===== src/hw/rtl/online_mlp_sample_predictor_assert.svh =====
// Assertion macros for the online sample predictor.
// Included by every RTL file that carries concurrent checks; no other dependencies.
`ifndef ONLINE_MLP_SAMPLE_PREDICTOR_ASSERT_SVH
`define ONLINE_MLP_SAMPLE_PREDICTOR_ASSERT_SVH
`ifndef SYNTHESIS
`define OMSP_ASSERT_IMPL(label, clk, rst, ante, cons) \
  label: assert property (@(posedge clk) disable iff (rst) (ante) |-> (cons)) \
    else $error("omsp check failed");
`define OMSP_ASSERT_NEXT(label, clk, rst, ante, cons) \
  label: assert property (@(posedge clk) disable iff (rst) (ante) |=> (cons)) \
    else $error("omsp check failed");
`else
`define OMSP_ASSERT_IMPL(label, clk, rst, ante, cons)
`define OMSP_ASSERT_NEXT(label, clk, rst, ante, cons)
`endif
`endif


===== src/hw/rtl/omsp_pkg.sv =====
// Shared types, sizes, micro-op codes and helpers of the online sample predictor.
// No dependencies; imported by every module of the block.
package omsp_pkg;

  localparam int WINDOW_LEN   = 8;
  localparam int HIDDEN_UNITS = 3;
  localparam int FRAC_BITS    = 16;
  localparam int DATA_W       = 24;
  localparam int NHW          = WINDOW_LEN * HIDDEN_UNITS;

  localparam int K_W    = $clog2(WINDOW_LEN);
  localparam int J_W    = (HIDDEN_UNITS > 1) ? $clog2(HIDDEN_UNITS) : 1;
  localparam int T_W    = $clog2(HIDDEN_UNITS + 1);
  localparam int HW_AW  = $clog2(NHW);
  localparam int FILL_W = $clog2(WINDOW_LEN + 1);
  localparam int WIDX_W = 5;
  localparam int LR_W   = 17;
  localparam int H_W    = FRAC_BITS + 1;
  localparam int OPND_W = DATA_W + 1;
  localparam int PROD_W = 2 * OPND_W;
  localparam int ACC_W  = PROD_W + K_W + 1;
  localparam int SAT_W  = ACC_W + 2;

  localparam logic [H_W-1:0] QONE = H_W'(1) << FRAC_BITS;

  // 2^(-k/16) in Q16, k = 0..16
  localparam logic [H_W-1:0] EXP_TAB [17] = '{
    17'd65536, 17'd62757, 17'd60097, 17'd57549, 17'd55109, 17'd52773,
    17'd50535, 17'd48393, 17'd46341, 17'd44376, 17'd42495, 17'd40693,
    17'd38968, 17'd37316, 17'd35734, 17'd34219, 17'd32768
  };

  typedef logic signed [DATA_W-1:0] q_t;

  typedef enum logic [4:0] {
    MOP_NONE,
    MOP_WRITE,
    MOP_FILL,
    MOP_CLR,
    MOP_MAC_HID,
    MOP_SIG_START,
    MOP_SIG_STORE,
    MOP_MAC_OUT,
    MOP_Y,
    MOP_E,
    MOP_MUL_AE,
    MOP_AE,
    MOP_MUL_AEH,
    MOP_UPD_W2,
    MOP_UPD_THO,
    MOP_T_LOAD,
    MOP_MUL_T1H,
    MOP_MUL_TW2,
    MOP_D,
    MOP_MUL_WD,
    MOP_UPD_THH,
    MOP_SHIFT
  } mop_t;

  typedef struct packed {
    mop_t           mop;
    logic           latch;
    logic [J_W-1:0] j;
    logic [K_W-1:0] k;
  } cmd_t;

  typedef struct packed {
    logic op_w;
    logic win_full;
    logic sig_done;
    logic out_full;
  } stat_t;

  function automatic q_t sat_q(input logic signed [SAT_W-1:0] v);
    q_t r;
    if (&v[SAT_W-1:DATA_W-1] || ~|v[SAT_W-1:DATA_W-1]) begin
      r = v[DATA_W-1:0];
    end else if (v[SAT_W-1]) begin
      r = {1'b1, {(DATA_W-1){1'b0}}};
    end else begin
      r = {1'b0, {(DATA_W-1){1'b1}}};
    end
    return r;
  endfunction

endpackage


===== src/hw/rtl/omsp_ctrl.sv =====
// Sequencer of the predictor: walks the forward pass, the output stage and training.
// Depends on omsp_pkg and the assertion macro header; drives omsp_datapath.
`include "online_mlp_sample_predictor_assert.svh"
module omsp_ctrl import omsp_pkg::*; (
  input  logic  clk,
  input  logic  rst,
  input  logic  in_valid,
  output logic  in_stall,
  input  logic  train_enable,
  input  stat_t stat,
  output cmd_t  cmd
);

  typedef enum logic [4:0] {
    S_IDLE, S_DISP, S_HCLR, S_HMAC, S_HDRAIN, S_HSIG, S_HWAIT,
    S_OCLR, S_OMAC, S_ODRAIN, S_Y, S_E,
    S_AE_MUL, S_AE, S_W2_MUL, S_W2_UPD, S_THO,
    S_T1_MUL, S_T1, S_T2_MUL, S_T2, S_D_MUL, S_D, S_HW, S_THH, S_SHIFT
  } state_t;

  localparam logic [J_W-1:0] J_LAST = J_W'(HIDDEN_UNITS - 1);
  localparam logic [K_W-1:0] K_LAST = K_W'(WINDOW_LEN - 1);

  state_t         state, state_next;
  logic [J_W-1:0] j, j_next;
  logic [K_W-1:0] k, k_next;

  always_comb begin
    state_next = state;
    j_next     = j;
    k_next     = k;
    cmd.mop    = MOP_NONE;
    cmd.latch  = 1'b0;
    cmd.j      = j;
    cmd.k      = k;
    unique case (state)
      S_IDLE: begin
        cmd.latch = in_valid;
        if (in_valid) state_next = S_DISP;
      end
      S_DISP: begin
        priority if (stat.op_w) begin
          cmd.mop    = MOP_WRITE;
          state_next = S_IDLE;
        end else if (!stat.win_full) begin
          cmd.mop    = MOP_FILL;
          state_next = S_IDLE;
        end else begin
          j_next     = '0;
          state_next = S_HCLR;
        end
      end
      S_HCLR: begin
        cmd.mop    = MOP_CLR;
        k_next     = '0;
        state_next = S_HMAC;
      end
      S_HMAC: begin
        cmd.mop = MOP_MAC_HID;
        k_next  = k + K_W'(1);
        if (k == K_LAST) state_next = S_HDRAIN;
      end
      S_HDRAIN: state_next = S_HSIG;
      S_HSIG: begin
        cmd.mop    = MOP_SIG_START;
        state_next = S_HWAIT;
      end
      S_HWAIT: begin
        if (stat.sig_done) begin
          cmd.mop = MOP_SIG_STORE;
          if (j == J_LAST) begin
            state_next = S_OCLR;
          end else begin
            j_next     = j + J_W'(1);
            state_next = S_HCLR;
          end
        end
      end
      S_OCLR: begin
        cmd.mop    = MOP_CLR;
        j_next     = '0;
        state_next = S_OMAC;
      end
      S_OMAC: begin
        cmd.mop = MOP_MAC_OUT;
        j_next  = j + J_W'(1);
        if (j == J_LAST) state_next = S_ODRAIN;
      end
      S_ODRAIN: state_next = S_Y;
      S_Y: begin
        cmd.mop    = MOP_Y;
        state_next = S_E;
      end
      S_E: begin
        // hold until the output register is free
        if (!stat.out_full) begin
          cmd.mop    = MOP_E;
          state_next = train_enable ? S_AE_MUL : S_SHIFT;
        end
      end
      S_AE_MUL: begin
        cmd.mop    = MOP_MUL_AE;
        state_next = S_AE;
      end
      S_AE: begin
        cmd.mop    = MOP_AE;
        j_next     = '0;
        state_next = S_W2_MUL;
      end
      S_W2_MUL: begin
        cmd.mop    = MOP_MUL_AEH;
        state_next = S_W2_UPD;
      end
      S_W2_UPD: begin
        cmd.mop = MOP_UPD_W2;
        if (j == J_LAST) begin
          state_next = S_THO;
        end else begin
          j_next     = j + J_W'(1);
          state_next = S_W2_MUL;
        end
      end
      S_THO: begin
        cmd.mop    = MOP_UPD_THO;
        j_next     = '0;
        state_next = S_T1_MUL;
      end
      S_T1_MUL: begin
        cmd.mop    = MOP_MUL_AEH;
        state_next = S_T1;
      end
      S_T1: begin
        cmd.mop    = MOP_T_LOAD;
        state_next = S_T2_MUL;
      end
      S_T2_MUL: begin
        cmd.mop    = MOP_MUL_T1H;
        state_next = S_T2;
      end
      S_T2: begin
        cmd.mop    = MOP_T_LOAD;
        state_next = S_D_MUL;
      end
      S_D_MUL: begin
        cmd.mop    = MOP_MUL_TW2;
        state_next = S_D;
      end
      S_D: begin
        cmd.mop    = MOP_D;
        k_next     = '0;
        state_next = S_HW;
      end
      S_HW: begin
        cmd.mop = MOP_MUL_WD;
        k_next  = k + K_W'(1);
        if (k == K_LAST) state_next = S_THH;
      end
      S_THH: begin
        cmd.mop = MOP_UPD_THH;
        if (j == J_LAST) begin
          state_next = S_SHIFT;
        end else begin
          j_next     = j + J_W'(1);
          state_next = S_T1_MUL;
        end
      end
      S_SHIFT: begin
        cmd.mop    = MOP_SHIFT;
        state_next = S_IDLE;
      end
      default: state_next = S_IDLE;
    endcase
  end

  always_ff @(posedge clk) begin
    if (rst) begin
      state <= S_IDLE;
      j     <= '0;
      k     <= '0;
    end else begin
      state <= state_next;
      j     <= j_next;
      k     <= k_next;
    end
  end

  assign in_stall = (state != S_IDLE);

  `OMSP_ASSERT_NEXT(a_accept_dispatch, clk, rst, in_valid && !in_stall, state == S_DISP)
  `OMSP_ASSERT_IMPL(a_sig_done_waited, clk, rst, stat.sig_done, state == S_HWAIT)

endmodule


===== config.mk =====
export PLATFORM = sky130hd
export DESIGN_NAME = omsp_ctrl
export DESIGN_NICKNAME = d
export VERILOG_FILES = /design/src/hw/rtl/omsp_pkg.sv /design/src/hw/rtl/omsp_ctrl.sv
export VERILOG_INCLUDE_DIRS = /design/src /design/src/hw/rtl
export SDC_FILE = /design/constraint.sdc
export NUM_CORES = 1
export LEC_CHECK = 0
export BUFFER_PORTS_ARGS = -buffer_cell sky130_fd_sc_hd__buf_4
export CAP_MARGIN = 20
export CORE_ASPECT_RATIO = 0.8
export CORE_UTILIZATION = 35
export CTS_CLUSTER_DIAMETER = 120
export DETAILED_ROUTE_END_ITERATION = 8
export PLACE_DENSITY = 0.63
export SLEW_MARGIN = 20
export SYNTH_ARGS = -nofsm -noshare
export SYNTH_HDL_FRONTEND = slang
export SYNTH_SLANG_ARGS = --single-unit

===== constraint.sdc =====
create_clock -name clk -period 1.9 [get_ports clk]
set_input_delay 0.095 -clock clk [delete_from_list [all_inputs] [get_ports clk]]
set_output_delay 0.095 -clock clk [all_outputs]
set_load 0.05 [all_outputs]

==> reports/qor.yml <==
placed_design:
  gp_congestion: 0.965
  dp_hpwl_um: 2590
  pre_cts_slack_ps: 104
  portBuffers: 19
  place_area_um2: 1490
  placed_cells: 237
global_route:
  antenna_found_initial: 0
  grt_pass1_vias: 1212
  grt_pass1_wl_um: 5450
  grt-ovfl-total: 0
  grtUsageTotal_pct: 20.7
  grt_max_degree: 20
hold_path:
  hold_path_depth: 2
  hold_end: "state[0]"
  min_path_type: "input pin to register"
  min_from: "rst"
clocking:
  cts_sinks: 10
  cts_hold_buffers: 0
  cts_tree: "built"
  clkSlewWorstSetupHoldPaths_ps: 50
  cts_buffers: 3
  cts-root-buf: "clkbuf_8"
  ctsLongestPathBuffers: 2
  worstSkewPairLatency_ps: 240
  cts_max_level: 1
floorplan:
  die_area_um2: 3560
  ioPinCount: 20
  die_h_um: 53.5
  die_width_um: 66.4
  initial_core_util_pct: 37.1
  core_um2: 3130
  fp-row-count: 18
timing:
  finClkSkew_ps: 0.770
  rsz0062_at_grt: "false"
  slew_violations: 0
  finalCritPeriodShare_pct: 96.0
  hold_viol: 0
  setup_ws_ps: 75.4
  tightest_slew_ps: 442
  slew_headroom_pct: 70.3
  tns_ps: 0
  min_period_ps: 1820
  fmaxAchievable_mhz: 548
  setup_viol: 0
synth:
  netlist_area_um2: 1160
  synth_ff_type: "dfxtp_1"
  synth-edff-count: 0
  yosys-top-cells-area: "dfxtp_1 17%, o21ai_0 7.3%, nand2_1 6.5%"
  synthArstFlopShare_pct: 0
  synth_top_area_share_pct: 17.2
  yosysSeqAreaShare_pct: 17.2
  syn-instance-count: 172
  synth_common_cells: "20 x nand2_1, 18 x nor2_1, 17 x o21ai_0"
  syn_avg_cell_area_um2: 6.76
  synth_area_leader_cell: "dfxtp_1"
  ys_warn_count: 0
  synth.most_common_cell: "nand2_1"
  syn-num-nets: 183
  synthDistinctLibCells: 51
  ys_ff_latch: 10
power:
  combPwrFrac_pct: 73.1
  clkPwrFrac_pct: 11.7
  seqPwrFrac_pct: 15.2
  intPower_mw: 1.14
  power_density_nw_per_um2: 1450
  ir_drop_uv: 880
  p_sw_share_pct: 49.9
  p_switching_mw: 1.14
  power_leakage_nw: 0.640
critical_path:
  cp_common_cell: "ha_1"
  reg2reg_depth: 6
  reg2reg_from: "k[0]"
  rr_endpoint: "state[4]"
  start_kind: "register"
  required_ps: 2030
  reg2reg_setup_slack_ps: 80
  cp.arrival_ps: 1960
  critPathKind: "register to register"
  cp_max_fo: 4
  crit_chain: "ha_1 -> ha_1 -> or4_1 -> or3b_4 -> nor2_1 -> o21ba_1"
  slowest_stage: "or4_1"
  cp_slowest_stage_delay_ps: 530
  cp-end-kind: "register"
cells_and_area:
  final-seq-area_um2: 216
  fillCellCount: 297
  fin_util_pct: 50.2
  finish.instance_area_um2: 1570
  multi_input_area_um2: 868
  drive_gt1_share_pct: 34.8
  fin_nets: 213
  areaGrowthSynthToFinish_pct: 35.3
  instances_no_fill: 241
  diodes: 0
routing:
  via_per_inst: 5.66
  wl_per_cell_um: 13.8
  first_iter_violations: 102
  drc: 0
  ant_nets: 0
  dr.pass1.iters: 4
  wl_um: 3320
  num_vias: 1364
status:
  status: "finished, final reports clean"
run:
  drv_cap: 0
==> state kept, by name, indices dropped and copies added (netlist names) <==
register / flops
state: 5
k: 3
j: 2
==> timing repair <==
| item | CTS | global route |
|---|---|---|
| gates cloned | 0 | 0 |
| hold endpoints to repair | 0 | 0 |
| buffers inserted | 0 | 0 |
| resized for setup | 2 | 11 |
| pin swaps | 0 | 0 |
| setup endpoints to repair | 1 | 10 |
==> cell usage in the layout (no fill, tap or decap), drive strengths merged, types with 3 or more instances in the layout <==
master  count
clkbuf      4
o21ai      19
ha          3
nor3        8
nor2b       5
a22oi       4
o22ai       4
mux2        3
inv         5
dfxtp      10
buf        42
or3         3
nand3       6
nor2       18
a21oi      14
nand2      20
==> routing by layer <==
metal	GRT usage, %	up-vias	part of all wire, %
li1	-	682	-
met1	26.0	623	47
met3	4.66	6	6.3
met4	7.09	0	1.8
met5	0	-	0
met2	35.0	53	45
==> worst max path at each step <==
stage | start | end
after global routing | state[1] | cmd[10]
after floorplan | state[1] | cmd[6]
after detailed placement | k[0] | state[4]
after CTS | state[1] | cmd[10]
after global placement | state[4] | state[2]
final | k[0] | state[4]
==> critical path: cells and delay by family, from the launching register on <==
family	cells	cell delay, ps
AO/OA/AOI/OAI	1	160
adder cells (fa/ha/maj)	2	380
flip-flops	1	330
AND/OR/NAND/NOR	3	850
==> cell families (layout without fill, tap and decap cells) <==
family                   Yosys count  in the layout  share of synthesized area, %
adder cells (fa/ha/maj)            3              3                          3.23
multiplexers                       3              3                          2.91
AO/OA/AOI/OAI                     57             57                          31.5
flip-flops                        10             10                          17.2
XOR/XNOR                           2              2                          2.15
AND/OR/NAND/NOR                   75             75                          33.3
buffers and inverters             22             51                          9.69
==> cell type report <==
type | instances | share of cell area [%]
clock buffers | 4 | 3.50
inverters | 5 | 1.19
multi-input cells | 140 | 55.2
flip-flops and latches | 10 | 13.8
well taps | 40 | 3.18
repair buffers | 42 | 23.2
==> power groups by stage <==
| stage | logic [mW] | registers (mW) | clock network [mW] |
|---|---|---|---|
| floorplan | 1.18 | 0.285 | 0 |
| global placement | 1.59 | 0.336 | 0 |
| detailed placement | 1.61 | 0.335 | 0 |
| CTS | 1.61 | 0.333 | 0.278 |
| global route | 1.80 | 0.353 | 0.288 |
| finish | 1.66 | 0.346 | 0.267 |
==> through the flow <==
step | power [mW] | hold WS [ps]
floorplan | 1.47 | 319
global placement | 1.93 | 339
detailed placement | 1.94 | 348
CTS | 2.22 | 83.9
global route | 2.44 | 90.8
finish | 2.28 | 90.3
(Power assumes the default switching activity.)
